### config.mk
export PLATFORM = sky130hd
export DESIGN_NAME = rounded_rect_coverage_blend
export DESIGN_NICKNAME = d
export VERILOG_FILES = /design/src/rtl/rrcb_pkg.sv /design/src/rtl/rrcb_cov_div.sv /design/src/rtl/rrcb_blend.sv /design/src/rtl/rounded_rect_coverage_blend.sv
export SDC_FILE = /design/constraint.sdc
export NUM_CORES = 2
export LEC_CHECK = 0
export BUFFER_PORTS_ARGS = -buffer_cell sky130_fd_sc_hd__buf_2
export CORE_MARGIN = 1.5
export CORE_UTILIZATION = 46
export DETAILED_ROUTE_END_ITERATION = 8
export PLACE_DENSITY = 0.68
export SKIP_CTS_REPAIR_TIMING = 1
export SLEW_MARGIN = 5
export SYNTH_ARGS = -nofsm -noshare
export SYNTH_HDL_FRONTEND = slang
export SYNTH_SLANG_ARGS = --single-unit
### constraint.sdc
create_clock -name clock -period 29 [get_ports clock]
set_input_delay 4.35 -clock clock [delete_from_list [all_inputs] [get_ports clock]]
set_output_delay 4.35 -clock clock [all_outputs]
set_load 0.02 [all_outputs]
### src/rtl/rrcb_pkg.sv
`timescale 1ns / 1ps
// ----------------------------------------------------------------------------
// rrcb_pkg
// Shared widths, register indexes, pipeline types and the divide-by-255
// helper for the rounded-rectangle coverage blend.
// ----------------------------------------------------------------------------
package rrcb_pkg;

   // Coordinate and length widths
   localparam int COORD_BITS = 16;
   localparam int LEN_BITS   = COORD_BITS - 1;
   // clamped radius never exceeds half of a length
   localparam int RAD_BITS   = LEN_BITS - 1;
   // positions such as left + width need two more bits
   localparam int POS_BITS   = COORD_BITS + 2;
   localparam int SQ_BITS    = 2 * RAD_BITS;
   localparam int DIST_BITS  = SQ_BITS + 1;
   localparam int DEN_BITS   = RAD_BITS + 1;
   localparam int COV_BITS   = 8;
   localparam int NUM_BITS   = DEN_BITS + COV_BITS;
   localparam int DIV_STAGES = COV_BITS;

   localparam int PIX_BITS      = 32;
   localparam int REQ_DATA_BITS = 2 * COORD_BITS + PIX_BITS;
   localparam int CSR_IDX_BITS  = 3;
   localparam int CSR_DATA_BITS = 32;

   // Register indexes
   localparam logic [CSR_IDX_BITS-1:0] CSR_RECT_LEFT     = 3'd0;
   localparam logic [CSR_IDX_BITS-1:0] CSR_RECT_TOP      = 3'd1;
   localparam logic [CSR_IDX_BITS-1:0] CSR_RECT_WIDTH    = 3'd2;
   localparam logic [CSR_IDX_BITS-1:0] CSR_RECT_HEIGHT   = 3'd3;
   localparam logic [CSR_IDX_BITS-1:0] CSR_CORNER_RADIUS = 3'd4;
   localparam logic [CSR_IDX_BITS-1:0] CSR_FILL_COLOR    = 3'd5;

   localparam logic [7:0] ALPHA_OPAQUE = 8'hFF;

   // One coverage-division stage: hit = pixel is drawn, full = no antialiasing
   typedef struct packed {
      logic                valid;
      logic                hit;
      logic                full;
      logic [COV_BITS-1:0] q;
      logic [NUM_BITS-1:0] n;
      logic [PIX_BITS-1:0] dest;
   } div_stage_type;

   // Exact floor(x / 255) for any 16-bit x below 65280 (quotient fits 8 bits)
   function automatic logic [7:0] div255(input logic [15:0] x);
      logic [16:0] t;
      t = {1'b0, x} + {9'b0, x[15:8]} + 17'd1;
      return t[15:8];
   endfunction

endpackage

### src/rtl/rrcb_cov_div.sv
`timescale 1ns / 1ps
// ----------------------------------------------------------------------------
// rrcb_cov_div
// Pipelined restoring divider: one quotient bit per stage, computes
// coverage = n / den for n below 256 * den.
// ----------------------------------------------------------------------------
module rrcb_cov_div (
   input  logic                               clock,
   input  logic                               reset,
   input  logic                               adv,
   input  logic [rrcb_pkg::DEN_BITS-1:0]      den,
   input  rrcb_pkg::div_stage_type            din,
   output rrcb_pkg::div_stage_type            dout
);

   rrcb_pkg::div_stage_type stg_ff [rrcb_pkg::DIV_STAGES];
   rrcb_pkg::div_stage_type stg_in [rrcb_pkg::DIV_STAGES];

   // Resolve one quotient bit per stage, most significant first
   always_comb begin
      rrcb_pkg::div_stage_type    src;
      logic [rrcb_pkg::NUM_BITS-1:0] dsh;
      int b;
      for (int i = 0; i < rrcb_pkg::DIV_STAGES; i++) begin
         src = (i == 0) ? din : stg_ff[(i == 0) ? 0 : i - 1];
         b   = rrcb_pkg::DIV_STAGES - 1 - i;
         dsh = {{rrcb_pkg::COV_BITS{1'b0}}, den} << b;
         stg_in[i] = src;
         if (src.n >= dsh) begin
            stg_in[i].n    = src.n - dsh;
            stg_in[i].q[b] = 1'b1;
         end
      end
   end

   // Advance all stages together; clear valid bits on reset
   always_ff @(posedge clock) begin
      if (reset) begin
         for (int i = 0; i < rrcb_pkg::DIV_STAGES; i++) begin
            stg_ff[i].valid <= 1'b0;
         end
      end else if (adv) begin
         for (int i = 0; i < rrcb_pkg::DIV_STAGES; i++) begin
            stg_ff[i] <= stg_in[i];
         end
      end
   end

   assign dout = stg_ff[rrcb_pkg::DIV_STAGES-1];

endmodule

### src/rtl/rrcb_blend.sv
`timescale 1ns / 1ps
// ----------------------------------------------------------------------------
// rrcb_blend
// Scales fill alpha by coverage and blends fill over destination per
// channel with division by 255; alpha of a written result is forced opaque.
// ----------------------------------------------------------------------------
module rrcb_blend (
   input  logic                              clock,
   input  logic                              reset,
   input  logic                              adv,
   input  logic [rrcb_pkg::PIX_BITS-1:0]     fill_color,
   input  rrcb_pkg::div_stage_type           din,
   output logic                              out_valid,
   output logic                              out_we,
   output logic [rrcb_pkg::PIX_BITS-1:0]     out_value
);

   logic [7:0] alpha;
   assign alpha = fill_color[31:24];

   // Stage 1: alpha times coverage
   logic        m1_valid_ff, m1_hit_ff, m1_full_ff;
   logic [15:0] m1_prod_ff, m1_prod_in;
   logic [31:0] m1_dest_ff;
   assign m1_prod_in = alpha * din.q;

   // Stage 2: effective alpha and write decision
   logic        m2_valid_ff, m2_we_ff, m2_we_in;
   logic [7:0]  m2_a_ff, m2_a_in;
   logic [31:0] m2_dest_ff;
   assign m2_a_in  = m1_full_ff ? alpha : rrcb_pkg::div255(m1_prod_ff);
   assign m2_we_in = m1_hit_ff && (m2_a_in != 8'd0);

   // Stage 3: per-channel weighted sums
   logic             b1_valid_ff, b1_we_ff;
   logic [2:0][15:0] b1_sum_ff, b1_sum_in;
   always_comb begin
      logic [7:0] inv;
      inv = 8'd255 - m2_a_ff;
      for (int k = 0; k < 3; k++) begin
         b1_sum_in[k] = fill_color[8*k +: 8] * m2_a_ff + m2_dest_ff[8*k +: 8] * inv;
      end
   end

   // Stage 4: divide by 255 and pack the result
   logic        o_valid_ff, o_we_ff;
   logic [31:0] o_value_ff, o_value_in;
   always_comb begin
      o_value_in = '0;
      if (b1_we_ff) begin
         o_value_in[31:24] = rrcb_pkg::ALPHA_OPAQUE;
         for (int k = 0; k < 3; k++) begin
            o_value_in[8*k +: 8] = rrcb_pkg::div255(b1_sum_ff[k]);
         end
      end
   end

   // Valid bits
   always_ff @(posedge clock) begin
      if (reset) begin
         m1_valid_ff <= 1'b0;
         m2_valid_ff <= 1'b0;
         b1_valid_ff <= 1'b0;
         o_valid_ff  <= 1'b0;
      end else if (adv) begin
         m1_valid_ff <= din.valid;
         m2_valid_ff <= m1_valid_ff;
         b1_valid_ff <= m2_valid_ff;
         o_valid_ff  <= b1_valid_ff;
      end
   end

   // Payload
   always_ff @(posedge clock) begin
      if (adv) begin
         m1_hit_ff  <= din.hit;
         m1_full_ff <= din.full;
         m1_prod_ff <= m1_prod_in;
         m1_dest_ff <= din.dest;
         m2_we_ff   <= m2_we_in;
         m2_a_ff    <= m2_a_in;
         m2_dest_ff <= m1_dest_ff;
         b1_we_ff   <= m2_we_ff;
         b1_sum_ff  <= b1_sum_in;
         o_we_ff    <= b1_we_ff;
         o_value_ff <= o_value_in;
      end
   end

   assign out_valid = o_valid_ff;
   assign out_we    = o_we_ff;
   assign out_value = o_value_ff;

endmodule

### src/rtl/rounded_rect_coverage_blend.sv
`timescale 1ns / 1ps
// ----------------------------------------------------------------------------
// rounded_rect_coverage_blend
// Antialiased rounded-rectangle fill: per-pixel coverage and blend.
// ----------------------------------------------------------------------------
// Usage:
//   req_*  carries one pixel per transaction: coordinates and the current
//          framebuffer ARGB value. rsp_* returns one transaction per pixel:
//          rsp_tuser is the write enable, rsp_tdata the new ARGB value (zero
//          when no write).
//   csr_*  writes rectangle, radius and fill color; the user must do so only
//          while the block is idle, which the block does not enforce. After a
//          write req_tready stays low while the clamped radius, corner centers and
//          squared radii are recomputed.
//   Throughput is one pixel per clock while rsp_tready is high and no CSR
//   write is settling. A pixel passes 4 geometry stages (classify, square,
//   distance compare, numerator), 8 restoring-divider stages for coverage
//   (one quotient bit each) and 4 blend stages (alpha scale, alpha, channel
//   sums, /255).
//   When rsp_tready is low while rsp_tvalid is high, the whole pipeline holds
//   and req_tready drops; nothing is lost or repeated.
//   Reset clears all valid bits and the configuration and derived registers;
//   req_tready rises once the settle counter has run down after reset is released.
// ----------------------------------------------------------------------------
module rounded_rect_coverage_blend (
   input  logic                                   clock,
   input  logic                                   reset,
   // pixel_x [15:0], pixel_y [31:16], dest_pixel [63:32]
   input  logic                                   req_tvalid,
   output logic                                   req_tready,
   input  logic [rrcb_pkg::REQ_DATA_BITS-1:0]     req_tdata,
   // pixel_value [31:0]
   output logic                                   rsp_tvalid,
   input  logic                                   rsp_tready,
   output logic [rrcb_pkg::PIX_BITS-1:0]          rsp_tdata,
   // write_enable [0]
   output logic                                   rsp_tuser,
   input  logic                                   csr_we,
   input  logic [rrcb_pkg::CSR_IDX_BITS-1:0]      csr_index,
   input  logic [rrcb_pkg::CSR_DATA_BITS-1:0]     csr_wdata
);

   localparam int PB = rrcb_pkg::POS_BITS;
   localparam int RB = rrcb_pkg::RAD_BITS;
   localparam int CB = rrcb_pkg::COORD_BITS;
   localparam int LB = rrcb_pkg::LEN_BITS;
   localparam int SB = rrcb_pkg::SQ_BITS;
   localparam int DB = rrcb_pkg::DIST_BITS;
   localparam logic [1:0] SETTLE_CYCLES = 2'd3;

   // ------------------------------------------------------------------
   // Configuration registers
   // ------------------------------------------------------------------
   logic signed [CB-1:0] left_ff, top_ff;
   logic [LB-1:0]        width_ff, height_ff, radius_ff;
   logic [31:0]          color_ff;

   always_ff @(posedge clock) begin
      if (reset) begin
         left_ff   <= '0;
         top_ff    <= '0;
         width_ff  <= '0;
         height_ff <= '0;
         radius_ff <= '0;
         color_ff  <= '0;
      end else if (csr_we) begin
         case (csr_index)
            rrcb_pkg::CSR_RECT_LEFT:     left_ff   <= csr_wdata[CB-1:0];
            rrcb_pkg::CSR_RECT_TOP:      top_ff    <= csr_wdata[CB-1:0];
            rrcb_pkg::CSR_RECT_WIDTH:    width_ff  <= csr_wdata[LB-1:0];
            rrcb_pkg::CSR_RECT_HEIGHT:   height_ff <= csr_wdata[LB-1:0];
            rrcb_pkg::CSR_CORNER_RADIUS: radius_ff <= csr_wdata[LB-1:0];
            rrcb_pkg::CSR_FILL_COLOR:    color_ff  <= csr_wdata[31:0];
            default: ;
         endcase
      end
   end

   // Hold off pixels until derived values have settled
   logic [1:0] settle_ff, settle_in;
   assign settle_in = csr_we ? SETTLE_CYCLES :
                      (settle_ff != 2'd0) ? settle_ff - 2'd1 : 2'd0;

   always_ff @(posedge clock) begin
      if (reset) begin
         settle_ff <= SETTLE_CYCLES;
      end else begin
         settle_ff <= settle_in;
      end
   end

   // ------------------------------------------------------------------
   // Derived geometry, first step: clamped radius and far edges
   // ------------------------------------------------------------------
   logic signed [PB-1:0] left_ext, top_ext;
   logic signed [PB-1:0] right_ff, right_in, bottom_ff, bottom_in;
   logic [RB-1:0]        rad_ff, rad_in;

   assign left_ext  = {{(PB-CB){left_ff[CB-1]}}, left_ff};
   assign top_ext   = {{(PB-CB){top_ff[CB-1]}}, top_ff};
   assign right_in  = left_ext + $signed({{(PB-LB){1'b0}}, width_ff});
   assign bottom_in = top_ext + $signed({{(PB-LB){1'b0}}, height_ff});

   always_comb begin
      logic [LB-1:0] rt;
      rt = radius_ff;
      if (rt > {1'b0, width_ff[LB-1:1]}) begin
         rt = {1'b0, width_ff[LB-1:1]};
      end
      if (rt > {1'b0, height_ff[LB-1:1]}) begin
         rt = {1'b0, height_ff[LB-1:1]};
      end
      rad_in = rt[RB-1:0];
   end

   // Derived geometry, second step: squared radii, divisor, corner centers
   logic [SB-1:0]                    r2o_ff, r2o_in, r2i_ff, r2i_in;
   logic [rrcb_pkg::DEN_BITS-1:0]    den_ff, den_in;
   logic signed [PB-1:0]             lc_ff, lc_in, rc_ff, rc_in;
   logic signed [PB-1:0]             tc_ff, tc_in, bc_ff, bc_in;
   logic [RB-1:0]                    rad_m1;
   logic signed [PB-1:0]             rad_ext;

   assign rad_m1  = (rad_ff == '0) ? '0 : rad_ff - 1'b1;
   assign rad_ext = $signed({{(PB-RB){1'b0}}, rad_ff});
   assign r2o_in  = rad_ff * rad_ff;
   assign r2i_in  = rad_m1 * rad_m1;
   assign den_in  = (rad_ff == '0) ? {{(rrcb_pkg::DEN_BITS-1){1'b0}}, 1'b1}
                                   : {rad_ff, 1'b0} - 1'b1;
   assign lc_in   = left_ext + rad_ext;
   assign rc_in   = right_ff - rad_ext;
   assign tc_in   = top_ext + rad_ext;
   assign bc_in   = bottom_ff - rad_ext;

   always_ff @(posedge clock) begin
      if (reset) begin
         rad_ff    <= '0;
         right_ff  <= '0;
         bottom_ff <= '0;
         r2o_ff    <= '0;
         r2i_ff    <= '0;
         den_ff    <= '0;
         lc_ff     <= '0;
         rc_ff     <= '0;
         tc_ff     <= '0;
         bc_ff     <= '0;
      end else begin
         rad_ff    <= rad_in;
         right_ff  <= right_in;
         bottom_ff <= bottom_in;
         r2o_ff    <= r2o_in;
         r2i_ff    <= r2i_in;
         den_ff    <= den_in;
         lc_ff     <= lc_in;
         rc_ff     <= rc_in;
         tc_ff     <= tc_in;
         bc_ff     <= bc_in;
      end
   end

   // ------------------------------------------------------------------
   // Handshake: the whole pipeline moves when the output can drain
   // ------------------------------------------------------------------
   logic adv, accept;
   logic out_valid, out_we;
   logic [31:0] out_value;

   assign adv        = !out_valid || rsp_tready;
   assign req_tready = adv && (settle_ff == 2'd0);
   assign accept     = req_tvalid && req_tready;

   // ------------------------------------------------------------------
   // Stage 1: bounds test, corner classification, corner offsets
   // ------------------------------------------------------------------
   logic signed [PB-1:0] px, py, dx_full, dy_full;
   logic                 xl, xr, yt, yb;
   logic                 s1_valid_ff, s1_inside_ff, s1_inside_in;
   logic                 s1_corner_ff, s1_corner_in;
   logic [RB-1:0]        s1_dx_ff, s1_dy_ff;
   logic [31:0]          s1_dest_ff;

   assign px = {{(PB-CB){req_tdata[CB-1]}}, req_tdata[CB-1:0]};
   assign py = {{(PB-CB){req_tdata[2*CB-1]}}, req_tdata[2*CB-1:CB]};
   assign xl = px < lc_ff;
   assign xr = px >= rc_ff;
   assign yt = py < tc_ff;
   assign yb = py >= bc_ff;
   assign s1_inside_in = (px >= left_ext) && (px < right_ff) &&
                         (py >= top_ext) && (py < bottom_ff);
   assign s1_corner_in = (xl || xr) && (yt || yb);
   assign dx_full = xl ? lc_ff - px : px - rc_ff + {{(PB-1){1'b0}}, 1'b1};
   assign dy_full = yt ? tc_ff - py : py - bc_ff + {{(PB-1){1'b0}}, 1'b1};

   // Stage 2: squares of the offsets
   logic          s2_valid_ff, s2_inside_ff, s2_corner_ff;
   logic [SB-1:0] s2_dx2_ff, s2_dy2_ff;
   logic [31:0]   s2_dest_ff;

   // Stage 3: distance against inner and outer circle, coverage margin
   logic          s3_valid_ff, s3_hit_ff, s3_full_ff;
   logic          s3_hit_in, s3_full_in;
   logic [DB-1:0] d2;
   logic [rrcb_pkg::DEN_BITS-1:0] s3_m_ff, s3_m_in;
   logic [31:0]   s3_dest_ff;

   assign d2         = {1'b0, s2_dx2_ff} + {1'b0, s2_dy2_ff};
   assign s3_full_in = !s2_corner_ff || (d2 <= {1'b0, r2i_ff});
   assign s3_hit_in  = s2_inside_ff && (s3_full_in || (d2 <= {1'b0, r2o_ff}));
   assign s3_m_in    = rrcb_pkg::DEN_BITS'({1'b0, r2o_ff} - d2);

   // Stage 4: numerator margin * 255 for the divider
   rrcb_pkg::div_stage_type s4_ff, s4_in;
   always_comb begin
      s4_in.valid = s3_valid_ff;
      s4_in.hit   = s3_hit_ff;
      s4_in.full  = s3_full_ff;
      s4_in.q     = '0;
      s4_in.n     = {s3_m_ff, {rrcb_pkg::COV_BITS{1'b0}}}
                    - {{rrcb_pkg::COV_BITS{1'b0}}, s3_m_ff};
      s4_in.dest  = s3_dest_ff;
   end

   // Valid bits; the divider input register advances here as a whole
   always_ff @(posedge clock) begin
      if (reset) begin
         s1_valid_ff <= 1'b0;
         s2_valid_ff <= 1'b0;
         s3_valid_ff <= 1'b0;
         s4_ff.valid <= 1'b0;
      end else if (adv) begin
         s1_valid_ff <= accept;
         s2_valid_ff <= s1_valid_ff;
         s3_valid_ff <= s2_valid_ff;
         s4_ff       <= s4_in;
      end
   end

   // Payload
   always_ff @(posedge clock) begin
      if (adv) begin
         s1_inside_ff <= s1_inside_in;
         s1_corner_ff <= s1_corner_in;
         s1_dx_ff     <= dx_full[RB-1:0];
         s1_dy_ff     <= dy_full[RB-1:0];
         s1_dest_ff   <= req_tdata[2*CB +: 32];
         s2_inside_ff <= s1_inside_ff;
         s2_corner_ff <= s1_corner_ff;
         s2_dx2_ff    <= s1_dx_ff * s1_dx_ff;
         s2_dy2_ff    <= s1_dy_ff * s1_dy_ff;
         s2_dest_ff   <= s1_dest_ff;
         s3_hit_ff    <= s3_hit_in;
         s3_full_ff   <= s3_full_in;
         s3_m_ff      <= s3_m_in;
         s3_dest_ff   <= s2_dest_ff;
      end
   end

   // ------------------------------------------------------------------
   // Coverage divider and blend
   // ------------------------------------------------------------------
   rrcb_pkg::div_stage_type cov;

   rrcb_cov_div u_cov_div (
      .clock (clock),
      .reset (reset),
      .adv   (adv),
      .den   (den_ff),
      .din   (s4_ff),
      .dout  (cov)
   );

   rrcb_blend u_blend (
      .clock      (clock),
      .reset      (reset),
      .adv        (adv),
      .fill_color (color_ff),
      .din        (cov),
      .out_valid  (out_valid),
      .out_we     (out_we),
      .out_value  (out_value)
   );

   assign rsp_tvalid = out_valid;
   assign rsp_tuser  = out_we;
   assign rsp_tdata  = out_value;

endmodule
==> impl_results.md <==
- Max cap viols: 0
- Number of global-route vias before repair: approximately 66,000
- Worst hold path stage count: 0
- Top-count cell post-synth: inv_1
- CP startpoint kind: input pin
- Hold_sp: s1_inside_ff
- Worst clock skew: 0.0631 ns
- Hold WC Path Type: reg -> reg
- RSZ-0062 raised after global routing: no
- Setup_tns: 0 ns
- DRT iter0 DRCs: ~4,300
- Hold Path End: s2_inside_ff
- Final setup viols: 0
- Drt wl/cell: about 18 um
- Ys flop type: edfxtp_1
- CTS tree: yes
- Synth Warn #: 0
- Path type of the worst setup path: in -> out
- Synth area leaders: edfxtp_1, fa_1, ha_1
- H-tree depth: 3
- Fill count: between 15,000 and 20,000
- Post-DP HPWL: ~170 mm
- Core area: a little under 0.2 mm^2
- Post-Syn Area per Cell: between 10 and 15 um^2
- Final Hold Viols: 0
- Initial antenna violation count: 8
- Placed Cells: around 12,000
- Worst-case clock buffer depth: 3
- F_max: approximately 110 MHz
- Area Growth Syn to Fin: 8.57%
- Final Instance Area: ~0.10 mm^2
- Placement Setup Slack: 19.56 ns
- PnR worst setup slack: around 20 ns
- Full die area: slightly above 0.2 mm^2
- CTS root buf: clkbuf_16
- FF-to-FF path depth: 30
- Num rows: about 160
- Placer Congestion: 0.901
- GR Layer Usage met3: 0.0272
- # nets final: 11,200
- M1 GR Usage: 0.283
- Register area: ~0.03 mm^2
- Initial Util: 0.464
- Synth area leader: edfxtp_1
- Slew Limit Fails: 0
- Clock Pin Slew Worst Setup and Hold Paths: 0.07 ns
- Critical path data required time: roughly 25 ns
- Largest fanout on the critical path: 12
- Synth Instances: between 9,000 and 10,000
- Die Ht: approximately 450 um
- Skew-Pair Late Insertion Delay: approximately 0.81 ns
- Outcome: complete, no violations
- Slew headroom: 0.190
- Die W: between 400 and 500 um
- First-pass GRT wire length: about 350 mm
- Multi-input logic area: approximately 0.056 mm^2
- CP endpoint kind: output pin
- Final wirelength: around 220 mm
- Post-DP Area: 0.0955 mm^2
- Busiest grt layer: met2
- EDFF count, synth: between 700 and 800
- Via/cell ratio: between 5 and 6
- RR Endpoint: r2i_ff[24]
- Sequential area share after synthesis: 0.324
- DRC: 0
- Vias post-DR: between 60,000 and 70,000
- Final std cells w/o fill: 11,900
- Met2 usage: 0.373
- WP data arrival: a little over 5 ns
- Tcrit/Tclk final: 0.325
- Largest net degree at the start of global routing: ~220
- DRT antenna net count: 0
- Drt pass-1 iters: 6
- CTS Buf Count: between 100 and 150
- Yosys top cell area share: 0.257
- Gr usage total: 0.217
- Netlist Area Pre-Place: 0.0918 mm^2
- PortBufs: 130
- I/O Pins: around 140
- Worst r2r src: rad_ff[4]
- Final min period: approximately 9.4 ns
- Netlist cell types: 83
- Gr ovfl total: 0
- Worst-margin pin slew: 1.22 ns
- Sink Count: about 1,100
- Commonest cells in the netlist: inv_1, ha_1, fa_1
- R2r setup slk: 20.04 ns
- Share of cells above drive strength 1: 0.0555
- Async set-reset flop share out of synthesis: 0
- Synthesized flop and latch total: ~1,100
[worst max-delay path by stage]
stage / from / to / slack [ns] / depth (start not counted)
finish: rsp_tready / req_tready / 19.58 / 5
global route: rad_ff[4] / r2i_ff[24] / 19.49 / 30
CTS: rsp_tready / req_tready / 19.56 / 5
detailed placement: rsp_tready / req_tready / 19.56 / 5
global placement: rsp_tready / req_tready / 19.59 / 5
floorplan: reset / s4_ff[0] / 3.95 / 4
[layer usage]
| layer | vias to the layer above | share of wire |
|---|---|---|
| met4 | 2 | 0.030 |
| met1 | 31400 | 0.43 |
| met5 | - | 0.000060 |
| li1 | 30300 | - |
| met3 | 345 | 0.052 |
| met2 | 1500 | 0.49 |
[per-stage QoR]
| step | util | hold slack (ns) |
|---|---|---|
| 5_1_grt | 0.504 | 0.403 |
| 2_1_floorplan | - | 0.400 |
| 6_report | 0.504 | 0.390 |
| 3_5_place_dp | 0.483 | 0.405 |
| 4_1_cts | 0.504 | 0.387 |
| 3_3_place_gp | 0.483 | 0.401 |
[cells by family (layout without fill, tap and decap cells)]
group	after synthesis	in the layout	synth area share
xor+xnor	449	449	0.0428
compound gates	1330	1330	0.0918
mux	85	85	0.00984
buf+inv	1701	1903	0.0700
flops	1092	1092	0.324
simple gates	2465	2465	0.130
other cells	1	10	0.0000408
fa+ha+maj	1945	1945	0.332
[flip-flops by register name, summed over array words and instances, names as in the netlist, 25 cells and up]
signal / cells
u_cov_div.stg_ff: 413
s2_dy2_ff: 27
r2i_ff: 27
r2o_ff: 27
u_blend.out_value: 25
s4_ff: 50
u_blend.b1_sum_ff: 48
s2_dx2_ff: 27
color_ff: 32
[area by class of cell]
class,instances,share of cell area
Multi-Input combinational cell,6277,0.559
Clock buffer,135,0.0309
Clock inverter,88,0.0109
Tap cell,2640,0.0331
Antenna cell,7,0.000176
Inverter,1477,0.0557
Sequential cell,1092,0.298
Timing Repair Buffer,203,0.0122
[cell usage in the layout, fill, tap and decap left out, types with 15 or more instances in the layout]
cell / n
ha_1: 1126
a2111oi_0: 19
o31ai_1: 39
and3_1: 52
nand4_1: 59
buf_2: 129
a21boi_0: 36
nand2b_1: 114
mux2i_1: 43
edfxtp_1: 786
nand3_1: 81
xor2_1: 157
clkinv_1: 15
a31oi_1: 25
fa_1: 819
dfxtp_1: 306
nor4_1: 27
nor2_1: 569
a21o_1: 156
nor2b_1: 236
xnor2_1: 292
a211oi_1: 42
clkbuf_16: 119
mux2_2: 42
clkinv_2: 23
bufinv_16: 19
nand2_1: 757
or2_2: 31
or3_1: 42
and2_1: 274
o21ai_0: 247
nor3_1: 163
o211ai_1: 24
o41ai_1: 18
o21a_1: 96
a21oi_1: 458
or4_1: 16
inv_1: 1472
o21bai_1: 43
buf_4: 72
[worst max-delay path, cell delays in order]
cell     delay (ns)
buf_2          0.08
nor2b_1        0.03
buf_4          0.19
nor3_1         0.21
buf_2          0.21
Power is not shown: default switching activity piles up to over one toggle a cycle in this logic, so the estimate is an artifact.
